`config.mk`:
```
export PLATFORM = sky130hd
export DESIGN_NAME = caeb_ctrl
export DESIGN_NICKNAME = d
export VERILOG_FILES = /design/src/caeb_pkg.sv /design/src/caeb_ctrl.sv
export SDC_FILE = /design/constraint.sdc
export NUM_CORES = 1
export LEC_CHECK = 0
export BUFFER_PORTS_ARGS = -buffer_cell sky130_fd_sc_hd__buf_2
export CAP_MARGIN = 20
export CORE_ASPECT_RATIO = 0.9
export CORE_UTILIZATION = 50
export CTS_CLUSTER_DIAMETER = 200
export DETAILED_ROUTE_END_ITERATION = 10
export PLACE_DENSITY_LB_ADDON = 0.1
export SYNTH_ARGS = -nofsm -noshare
export SYNTH_HDL_FRONTEND = slang
export SYNTH_SLANG_ARGS = --single-unit
```
`constraint.sdc`:
```
create_clock -name clk -period 2.4 [get_ports clk]
set_clock_uncertainty 0.1 [all_clocks]
set_input_delay 0 -clock clk [delete_from_list [all_inputs] [get_ports clk]]
set_output_delay 0 -clock clk [all_outputs]
set_load 0.05 [all_outputs]
```
`src/caeb_pkg.sv`:
```
// ----------------------------------------------------------------------------
// caeb_pkg
// Shared types and constants of the CsI alpha energy bisection unit.
// ----------------------------------------------------------------------------
`default_nettype none

package caeb_pkg;

  // Register indexes on the configuration port
  localparam logic [7:0] CFG_LIGHT_GAIN      = 8'd0;
  localparam logic [7:0] CFG_QUENCH_FACTOR   = 8'd1;
  localparam logic [7:0] CFG_CHANNEL_OFFSET  = 8'd2;
  localparam logic [7:0] CFG_MATCH_TOLERANCE = 8'd3;

  // Register reset values
  localparam logic [23:0] LIGHT_GAIN_RST      = 24'd819200;
  localparam logic [23:0] QUENCH_FACTOR_RST   = 24'd943718;
  localparam logic [23:0] CHANNEL_OFFSET_RST  = 24'd0;
  localparam logic [7:0]  MATCH_TOLERANCE_RST = 8'd1;

  // Curve constants
  localparam int          ENERGY_MAX_MEV = 200;
  localparam logic [29:0] LN2_Q30        = 30'd744261118;
  localparam int          FRAC_STEPS     = 30;
  localparam int          STEP_CW        = $clog2(FRAC_STEPS);

  // Result status codes
  typedef enum logic [1:0] {
    ST_OK        = 2'd0,
    ST_TOO_SMALL = 2'd1,
    ST_TOO_LARGE = 2'd2,
    ST_NO_CONV   = 2'd3
  } status_t;

  // Energy selection for a curve evaluation
  typedef enum logic [1:0] {
    ES_ZERO = 2'd0,
    ES_HIGH = 2'd1,
    ES_MID  = 2'd2
  } esel_t;

  // Datapath operations
  typedef enum logic [3:0] {
    OP_NONE     = 4'd0,
    OP_LOAD     = 4'd1,
    OP_START    = 4'd2,
    OP_NORM     = 4'd3,
    OP_BYPASS   = 4'd4,
    OP_DIV_INIT = 4'd5,
    OP_DIV      = 4'd6,
    OP_SQR      = 4'd7,
    OP_LNA      = 4'd8,
    OP_LNB      = 4'd9,
    OP_SMUL     = 4'd10,
    OP_QSUB     = 4'd11,
    OP_GAIN     = 4'd12,
    OP_FVAL     = 4'd13,
    OP_STEP     = 4'd14,
    OP_EMIT     = 4'd15
  } op_t;

  typedef struct packed {
    op_t     op;
    esel_t   esel;
    status_t res;
  } cmd_t;

  typedef struct packed {
    logic byp;
    logic norm_done;
    logic f_gt;
    logic f_lt;
    logic match;
  } sts_t;

endpackage

`default_nettype wire

```
`src/caeb_ctrl.sv`:
```
// ----------------------------------------------------------------------------
// caeb_ctrl
// Controller: sequences bound checks, bisection steps and the sub-steps of
// each curve evaluation, and owns the channel handshakes.
// ----------------------------------------------------------------------------
`default_nettype none

module caeb_ctrl import caeb_pkg::*; #(
  parameter int ITERATIONS = 24
) (
  input  wire logic clk,
  input  wire logic rst_n,
  input  wire logic in_valid,
  output logic      in_ready,
  output logic      out_valid,
  input  wire logic out_ready,
  input  wire sts_t sts,
  output cmd_t      cmd
);

  localparam int IW = $clog2(ITERATIONS);

  typedef enum logic [12:0] {
    S_IDLE   = 13'b0000000000001,
    S_START  = 13'b0000000000010,
    S_NORM   = 13'b0000000000100,
    S_DIV    = 13'b0000000001000,
    S_SQR    = 13'b0000000010000,
    S_LNA    = 13'b0000000100000,
    S_LNB    = 13'b0000001000000,
    S_SMUL   = 13'b0000010000000,
    S_QSUB   = 13'b0000100000000,
    S_GAIN   = 13'b0001000000000,
    S_FVAL   = 13'b0010000000000,
    S_DECIDE = 13'b0100000000000,
    S_FINISH = 13'b1000000000000
  } state_t;

  typedef enum logic [2:0] {
    PH_LOW  = 3'b001,
    PH_HIGH = 3'b010,
    PH_BIS  = 3'b100
  } phase_t;

  state_t               state_r, state_nxt;
  phase_t               phase_r, phase_nxt;
  logic [STEP_CW-1:0]   cnt_r, cnt_nxt;
  logic [IW-1:0]        iter_r, iter_nxt;
  status_t              res_r, res_nxt;
  logic                 out_valid_r, out_valid_nxt;

  // Next-state and command decode
  always_comb begin
    state_nxt     = state_r;
    phase_nxt     = phase_r;
    cnt_nxt       = cnt_r;
    iter_nxt      = iter_r;
    res_nxt       = res_r;
    out_valid_nxt = out_valid_r && !out_ready;
    cmd.op        = OP_NONE;
    cmd.res       = res_r;
    unique case (phase_r)
      PH_LOW:  cmd.esel = ES_ZERO;
      PH_HIGH: cmd.esel = ES_HIGH;
      PH_BIS:  cmd.esel = ES_MID;
      default: cmd.esel = ES_ZERO;
    endcase

    unique case (state_r)
      S_IDLE: begin
        if (in_valid) begin
          cmd.op    = OP_LOAD;
          phase_nxt = PH_LOW;
          state_nxt = S_START;
        end
      end
      S_START: begin
        cmd.op    = OP_START;
        state_nxt = S_NORM;
      end
      S_NORM: begin
        priority if (sts.byp) begin
          cmd.op    = OP_BYPASS;
          state_nxt = S_GAIN;
        end else if (sts.norm_done) begin
          cmd.op    = OP_DIV_INIT;
          cnt_nxt   = '0;
          state_nxt = S_DIV;
        end else begin
          cmd.op = OP_NORM;
        end
      end
      S_DIV: begin
        cmd.op = OP_DIV;
        if (cnt_r == STEP_CW'(FRAC_STEPS - 1)) begin
          cnt_nxt   = '0;
          state_nxt = S_SQR;
        end else begin
          cnt_nxt = cnt_r + 1'b1;
        end
      end
      S_SQR: begin
        cmd.op = OP_SQR;
        if (cnt_r == STEP_CW'(FRAC_STEPS - 1)) begin
          cnt_nxt   = '0;
          state_nxt = S_LNA;
        end else begin
          cnt_nxt = cnt_r + 1'b1;
        end
      end
      S_LNA: begin
        cmd.op    = OP_LNA;
        state_nxt = S_LNB;
      end
      S_LNB: begin
        cmd.op    = OP_LNB;
        state_nxt = S_SMUL;
      end
      S_SMUL: begin
        cmd.op    = OP_SMUL;
        state_nxt = S_QSUB;
      end
      S_QSUB: begin
        cmd.op    = OP_QSUB;
        state_nxt = S_GAIN;
      end
      S_GAIN: begin
        cmd.op    = OP_GAIN;
        state_nxt = S_FVAL;
      end
      S_FVAL: begin
        cmd.op    = OP_FVAL;
        state_nxt = S_DECIDE;
      end
      S_DECIDE: begin
        unique case (phase_r)
          PH_LOW: begin
            if (sts.f_gt) begin
              res_nxt   = ST_TOO_SMALL;
              state_nxt = S_FINISH;
            end else begin
              phase_nxt = PH_HIGH;
              state_nxt = S_START;
            end
          end
          PH_HIGH: begin
            if (sts.f_lt) begin
              res_nxt   = ST_TOO_LARGE;
              state_nxt = S_FINISH;
            end else begin
              phase_nxt = PH_BIS;
              iter_nxt  = '0;
              state_nxt = S_START;
            end
          end
          PH_BIS: begin
            priority if (sts.match) begin
              res_nxt   = ST_OK;
              state_nxt = S_FINISH;
            end else if (iter_r == IW'(ITERATIONS - 1)) begin
              res_nxt   = ST_NO_CONV;
              state_nxt = S_FINISH;
            end else begin
              cmd.op    = OP_STEP;
              iter_nxt  = iter_r + 1'b1;
              state_nxt = S_START;
            end
          end
          default: state_nxt = S_IDLE;
        endcase
      end
      S_FINISH: begin
        if (!out_valid_r || out_ready) begin
          cmd.op        = OP_EMIT;
          out_valid_nxt = 1'b1;
          state_nxt     = S_IDLE;
        end
      end
      default: state_nxt = S_IDLE;
    endcase
  end

  // Hold controller state
  always_ff @(posedge clk) begin
    if (!rst_n) begin
      state_r     <= S_IDLE;
      phase_r     <= PH_LOW;
      cnt_r       <= '0;
      iter_r      <= '0;
      res_r       <= ST_OK;
      out_valid_r <= 1'b0;
    end else begin
      state_r     <= state_nxt;
      phase_r     <= phase_nxt;
      cnt_r       <= cnt_nxt;
      iter_r      <= iter_nxt;
      res_r       <= res_nxt;
      out_valid_r <= out_valid_nxt;
    end
  end

  assign in_ready  = (state_r == S_IDLE);
  assign out_valid = out_valid_r;

endmodule

`default_nettype wire

```
* Word-level counts from Yosys, hierarchy flattened
Cells that the tools add are included.
** Cells by class
- Multiplexer cells :: 41
- Eq/ne operators :: 34
- Add/subtract/negate cells :: 2
- Reductions and logical operators :: 14
** Operators by type and width (count)
- case mux 13 bit (13 select lines) :: 1
- two-way mux 13 bit :: 10
- case mux 4 bit (13 select lines) :: 1
- case mux 13 bit (3 select lines) :: 1
- two-way mux 5 bit :: 6
- inequality test 2 bit, second input constant :: 11
- case mux 5 bit (2 select lines) :: 2
- AND reduction 5 bit :: 4
- two-way mux 4 bit :: 4
- two-way mux 3 bit :: 5
- == test 13 x 1 -> 1 bit, second input constant :: 1
- == test 13 x 10 -> 1 bit, second input constant :: 1
- == test 13 x 11 -> 1 bit, second input constant :: 1
- == test 13 x 12 -> 1 bit, second input constant :: 1
- == test 13 bit, second input constant :: 1
- == test 13 x 2 -> 1 bit, second input constant :: 1
- == test 13 x 3 -> 1 bit, second input constant :: 1
- == test 13 x 4 -> 1 bit, second input constant :: 1
- == test 13 x 5 -> 1 bit, second input constant :: 1
- == test 13 x 6 -> 1 bit, second input constant :: 1
- == test 13 x 7 -> 1 bit, second input constant :: 1
- == test 13 x 8 -> 1 bit, second input constant :: 1
- == test 13 x 9 -> 1 bit, second input constant :: 1
- inequality test 3 bit, second input constant :: 4
- 18 further kinds :: 29
** Word-level totals
- Logic and storage cells :: 97
- Output and inout bits :: 10
- Register bits :: 29

* Longest topological paths before layout
Gate-level depths: netlist of the first run.
- Word-level depth :: 5
- Depth in mapped cells :: 7
- Mapped depth without buffers :: 6

* Worst setup path after synthesis of the first run
OpenSTA, ideal clock, no wires.
- Path type :: reg-to-output
- From :: reg state_r[10]
- To :: out cmd[4] (netlist name)
- Data arrival time :: 2.428 ns
- Slack :: -0.128 ns
- Stages on the path, launching flop included :: 6
- Cell sequence :: dfxtp_1 clkbuf_1 or4_1 nor3_1 a31oi_1 o311ai_1
** RTL lines
- from (decl) :: RTL line caeb_ctrl.sv:45 : state_t state_r, state_nxt;
- from (signal assigned) :: RTL line caeb_ctrl.sv:193 : state_r <= state_nxt;
- to (decl) :: RTL line caeb_ctrl.sv:18 : output cmd_t cmd

==> impl_metrics.toml, run 1 <==
[yosys]
synth_cell_type_count = 57
async_flop_share_pct = 0
synthesis.area_um2 = 1840
yosys_warnings = 0
synth-seq-cells = 29
synth-seq-area-share_pct = 31.6
netlist_top_cells_area = "dfxtp_1 32%, nor2_1 5.1%, a21oi_1 3.3%, nand3_1 3.3%, o21ai_0 3.0%"
netlist.area_leader.share_pct = 31.6
avgSynthCellArea_um2 = 8.19
synthFlopType = "dfxtp_1"
yosysTopAreaCell = "dfxtp_1"
syn_inst = 224
yosysMostFrequentCell = "dfxtp_1"
syn-num-nets = 236
synthTopCellsByCount = "29 x dfxtp_1, 25 x nor2_1, 12 x a21oi_1, 12 x nand3_1"
synth-edff-count = 0

[drt]
wl_per_cell_um = 16.2
drt_wl_total_mm = 5.03
vias = 1936
firstDrtPassIters = 4
vias_per_cell = 6.23
drtAntennaViolNets = 0
drc = 0
drt_iter0_drc = 120

[floorplanning]
die-area_um2 = 3920
die_y_um = 59.5
die_w_um = 65.9
rows = 20
ios = 19
start_util_pct = 53.2
core_um2 = 3450

[sta]
setup_ws_ns = -0.0361
finalCritPeriodShare_pct = 102
setup_viol = 2
rsz0062_at_grt = "yes"
fmax_mhz = 410
fin_tns_setup_ns = -0.0486
tightest_slew_ns = 0.488
finalMaxSlewViolations = 0
finalCriticalPeriod_ns = 2.44
maxSlewHeadroom_pct = 67.0
whs_ns = 0.0214
hold_viol = 0

[grt]
grt_usage_pct = 27.7
grt_pass1_vias = 1694
antenna_found_initial = 0
overflow = 0
grt_max_degree = 14
grt_pass1_wl_mm = 8.13

[worst_setup_path]
start_kind = "flip-flop"
critPathCaptureType = "primary output"
path_max_fanout = 4
crit_type = "reg2out"
worstPathRequired_ns = 2.30
arrival_ns = 2.34

[power]
vdd_drop_max_uv = 405
p_int_uw = 860
cellPowerDensity_nw_per_um2 = 561
power_frac_clock_pct = 29.1
swShare_pct = 33.3
switching_power_uw = 430
combPwrFrac_pct = 31.5
cellLeakagePower_nw = 0.867
seqPwrFrac_pct = 39.4

[clock_tree]
clockBufferDepth = 2
clkTransAtPathRegs_ns = 0.06
clockRootBuffer = "clkbuf_8"
cts_sinks = 29
cts_tree = "yes"
cts_buffers = 5
insertion_delay_ns = 0.28
h-tree-depth = 2

[place]
post-place-ws_ns = 0.0950
place_hpwl_mm = 3.72
io_buffers = 18
postPlaceCellArea_um2 = 2080
place.gp.congestion = 0.982

[job]
maxCapViolations = 0

[finish]
n_antenna_cell = 0
seq_area_um2 = 586
multi_input_area_um2 = 1220
final_core_util_pct = 66.6
syn_to_final_growth_pct = 25.3
nNetsFinal = 278
filler_cell_count = 293
fin_area_um2 = 2300
drive_gt1_share_pct = 26.2

[outcome]
violations = "setup timing"
status = "finished with violations"

[worst_hold_path]
hold_path.class = "in2reg"
-- power groups by stage --
stage / logic, mW / registers, mW / clock network [mW]
floorplan: 0.241 / 0.519 / 0
global placement: 0.370 / 0.516 / 0
detailed placement: 0.371 / 0.515 / 0
CTS: 0.396 / 0.506 / 0.383
global route: 0.429 / 0.509 / 0.404
finish: 0.406 / 0.508 / 0.376
-- kinds of logic after synthesis --
family / after synthesis / share of synthesized area [%]
fa+ha+maj: 3 / 2.05
mux: 3 / 1.64
flops: 29 / 31.6
simple gates: 113 / 37.6
compound gates: 49 / 18.8
buf+inv: 18 / 3.95
xor+xnor: 9 / 4.29
-- layer usage --
layer	GRT usage (%)	routed length, µm	vias up
li1	-	-	929
met3	5.38	365	17
met5	0	0	-
met4	9.94	136	0
met1	36.8	2320	901
met2	44.8	2210	89
-- path summary, 6_finish.rpt --
check	start	end	slack, ns	cells after the start
max reg2reg	state_r[5]	state_r[10]	0.12	6
max	state_r[4]	cmd[4]	-0.04	5
min	in_valid	phase_r[1]	0.02	3
min reg2reg	cnt_r[4]	cnt_r[4]	0.39	2
-- critical path, cell delays in order, from the launching register on --
cell and delay (ns):
dfxtp_2 0.33, or4_4 0.57, or4_4 0.51, o32a_1 0.36, o311ai_2 0.09, buf_6 0.20
-- per-stage QoR --
step                total power [mW]  instances
finish                          1.29        311
global route                    1.34        311
CTS                             1.28        311
detailed placement             0.886        293
global placement               0.886        293
floorplan                      0.760        224
-- sequential cells by signal, indices dropped and copies added, names as in the netlist --
name	cells
phase_r	3
cnt_r	5
iter_r	5
res_r	2
out_valid	1
state_r	13
-- repair_timing --
action                                  4_1_cts  5_1_grt
hold buffers                                  6        0
endpoints found under the hold margin         8        0
pin swaps                                     6        1
setup buffers                                 4        0
endpoints found under the setup margin        4        4
gates resized for setup                      13        2
-- cells in the final DEF, fill, tap and decap left out, types with 2 or more instances in the layout --
cell and instances:
xor2_1 3, a31oi_1 3, a211oi_1 4, nor3b_1 4, a21oi_1 11, clkbuf_8 5
buf_4 25, nand4b_1 3, nand2b_1 5, or4b_2 2, buf_6 2, dlygate4sd3_1 6
o21ai_0 11, dfxtp_2 4, or4_4 4, nand2_1 11, and2_1 2, dfxtp_1 25
nor2b_1 5, nand3_1 12, nor2_1 25, and4_1 2, nor4_1 6, or4_1 3
xnor2_1 6, clkbuf_1 3, a21oi_2 2, mux2i_1 3, buf_2 14, nor3_1 7
nor4b_1 4, a2bb2oi_1 2, nand4_1 5, ha_1 3, inv_1 6
-- final cells by class --
type | instances | share of cell area, %
sequential | 29 | 25.5
tap | 44 | 2.39
multi-input combinational | 177 | 52.9
inverter | 6 | 0.979
timing repair buffer | 47 | 14.8
clock buffer | 8 | 3.48
Power figures use the tool's default switching activity.
==> run 2, diff against run 1 <==
- CELL_PAD_IN_SITES_DETAIL_PLACEMENT: default -> 1
- CELL_PAD_IN_SITES_GLOBAL_PLACEMENT: default -> 1
- CORE_UTILIZATION: 50 -> 44
==> run 2 against run 1 <==
  * The flow still finishes with violations (setup timing)
  * Global-route usage is 1.3 points higher
  * Via count grew 2.3%
  * Combinational power up 5.2%
  * Setup slack worse by 0.096 ns
  * Final cell count rose by 0.64%
  * Clock power increased by 13%
  * Register-to-register slack got worse by 0.10 ns
  * Non-clock buffer count up 1
  * Sequential cell count is the same
==> impl_metrics.toml, run 2 (synthesis gave the netlist of run 1 again) <==
[sta]
finalCritPeriodShare_pct = 106
rsz0062_at_grt = "yes"
hold_viol = 0
fmax_mhz = 395
finalCriticalPeriod_ns = 2.53
setup_viol = 3
setup_ws_ns = -0.132
finalMaxSlewViolations = 0
maxSlewHeadroom_pct = 60.7
fin_tns_setup_ns = -0.252
tightest_slew_ns = 0.581

[worst_hold_path]
hold_path.class = "in2reg"
min_path_cells = 3
worstHoldStart = "in_valid"
hold-path-endpoint = "phase_r[1]"

[place]
place_hpwl_mm = 4.28
io_buffers = 18
place.gp.congestion = 0.923
postPlaceCellArea_um2 = 2060

[worst_setup_path]
rrSetupSlack_ns = 0.02
start_kind = "flip-flop"
crit_start = "state_r[9]"
r2r_start = "state_r[1]"
worstPathRequired_ns = 2.30
critPathCaptureType = "primary output"
path_max_fanout = 4
arrival_ns = 2.43
rr_endpoint = "state_r[9]"
crit_type = "reg2out"
worstRegToRegCells = 6

[grt]
grt_usage_pct = 29.0
grt_pass1_vias = 1999
antenna_found_initial = 0
grt_pass1_wl_mm = 10.1
grt_max_degree = 13
overflow = 0

[drt]
drtAntennaViolNets = 0
drc = 0
drt_wl_total_mm = 6.25
vias_per_cell = 6.33
vias = 1980
drt_iter0_drc = 122
firstDrtPassIters = 4
wl_per_cell_um = 20.0

[finish]
drive_gt1_share_pct = 28.8
regMostFlops = "state_r"
largestRegisters = "state_r x13, cnt_r x5, iter_r x5"
fin_area_um2 = 2350
final_cell_mix = "25 x buf_4, 24 x nor2_1, 23 x dfxtp_1, 14 x buf_2, 12 x nand3_1"
syn_to_final_growth_pct = 28.3
n_antenna_cell = 0
largest_reg_flops = 13
final_common_cell = "buf_4"
nNetsFinal = 279

[outcome]
status = "finished with violations"
violations = "setup timing"

[power]
cellPowerDensity_nw_per_um2 = 578
power_frac_clock_pct = 31.1
p_int_uw = 890
seqPwrFrac_pct = 37.6
totalPowerFinal_mw = 1.36
vdd_drop_max_uv = 328
switching_power_uw = 472
combPwrFrac_pct = 31.4
swShare_pct = 34.6
cellLeakagePower_nw = 0.888

[clock_tree]
clockRootBuffer = "clkbuf_8"
cts_sinks = 29
clkTransAtPathRegs_ns = 0.07
h-tree-depth = 2
cts_buffers = 5
clockBufferDepth = 2
insertion_delay_ns = 0.29
cts_tree = "yes"

[floorplanning]
die-area_um2 = 4430
die_y_um = 63.3
core_um2 = 3860
die_w_um = 70.1
ios = 19
rows = 21
start_util_pct = 47.5

[job]
maxCapViolations = 0
-- run 2: cell types whose count changed in the layout (fill, tap and decap cells not counted), moves of 2 or more --
cell	before	now
dfxtp_1	25	23
nor4_1	6	3
clkbuf_1	3	1
nor4_2	1	4
-- run 2: worst max-delay path by stage --
stage                        end  depth (start not counted)
after CTS                 cmd[4]                          5
after global routing      cmd[4]                          6
final                     cmd[4]                          5
after floorplan           cmd[6]                          6
after global placement    cmd[4]                          5
after detailed placement  cmd[6]                          6
-- run 2: through the flow --
| step | cells | hold slack [ns] | setup slack (ns) | util, % |
|---|---|---|---|---|
| finish | 313 | 0.00737 | -0.132 | 61.0 |
| global route | 313 | 0.0442 | -0.165 | 61.0 |
| CTS | 311 | 0.0155 | -0.116 | 59.9 |
| detailed placement | 292 | 0.170 | 0.0492 | 53.4 |
| global placement | 292 | 0.161 | 0.130 | 53.4 |
| floorplan | 224 | 0.0405 | 0.0201 | - |
-- run 2: power by group through the flow --
stage | Clock, mW | Sequential (mW) | Combinational, mW
finish | 0.423 | 0.511 | 0.427
global route | 0.439 | 0.512 | 0.449
global placement | 0 | 0.520 | 0.351
detailed placement | 0 | 0.521 | 0.359
CTS | 0.419 | 0.510 | 0.410
floorplan | 0 | 0.519 | 0.241
-- run 2: critical path, cell delays in order (launching register included) --
cell,delay (ns)
dfxtp_2,0.35
or4_4,0.52
or4_4,0.57
o32a_1,0.40
o311ai_4,0.10
buf_6,0.20
-- run 2: repair_timing --
action                     in CTS  in global routing
hold endpoints to repair        8                  0
setup buffers                   6                  2
hold buffers                    6                  0
cloned                          0                  0
resized for setup              18                  7
pin swaps                       8                  5
setup endpoints to repair       4                 13
-- run 2: area by class of cell --
type                    instances  area, µm²
repair buffers                 48        352
inverters                       6       22.5
flip-flops and latches         29        591
clock buffers                   7       86.3
multi-input cells             177       1250
well taps                      46       57.6
fillers                       458       1510
-- run 2: routing by layer --
layer | global-route usage [%] | routed length [µm] | vias up
met5 | 0 | 0 | -
met4 | 10.5 | 158 | 0
met3 | 5.44 | 283 | 17
met2 | 48.2 | 3010 | 58
met1 | 37.5 | 2800 | 980
li1 | - | - | 925
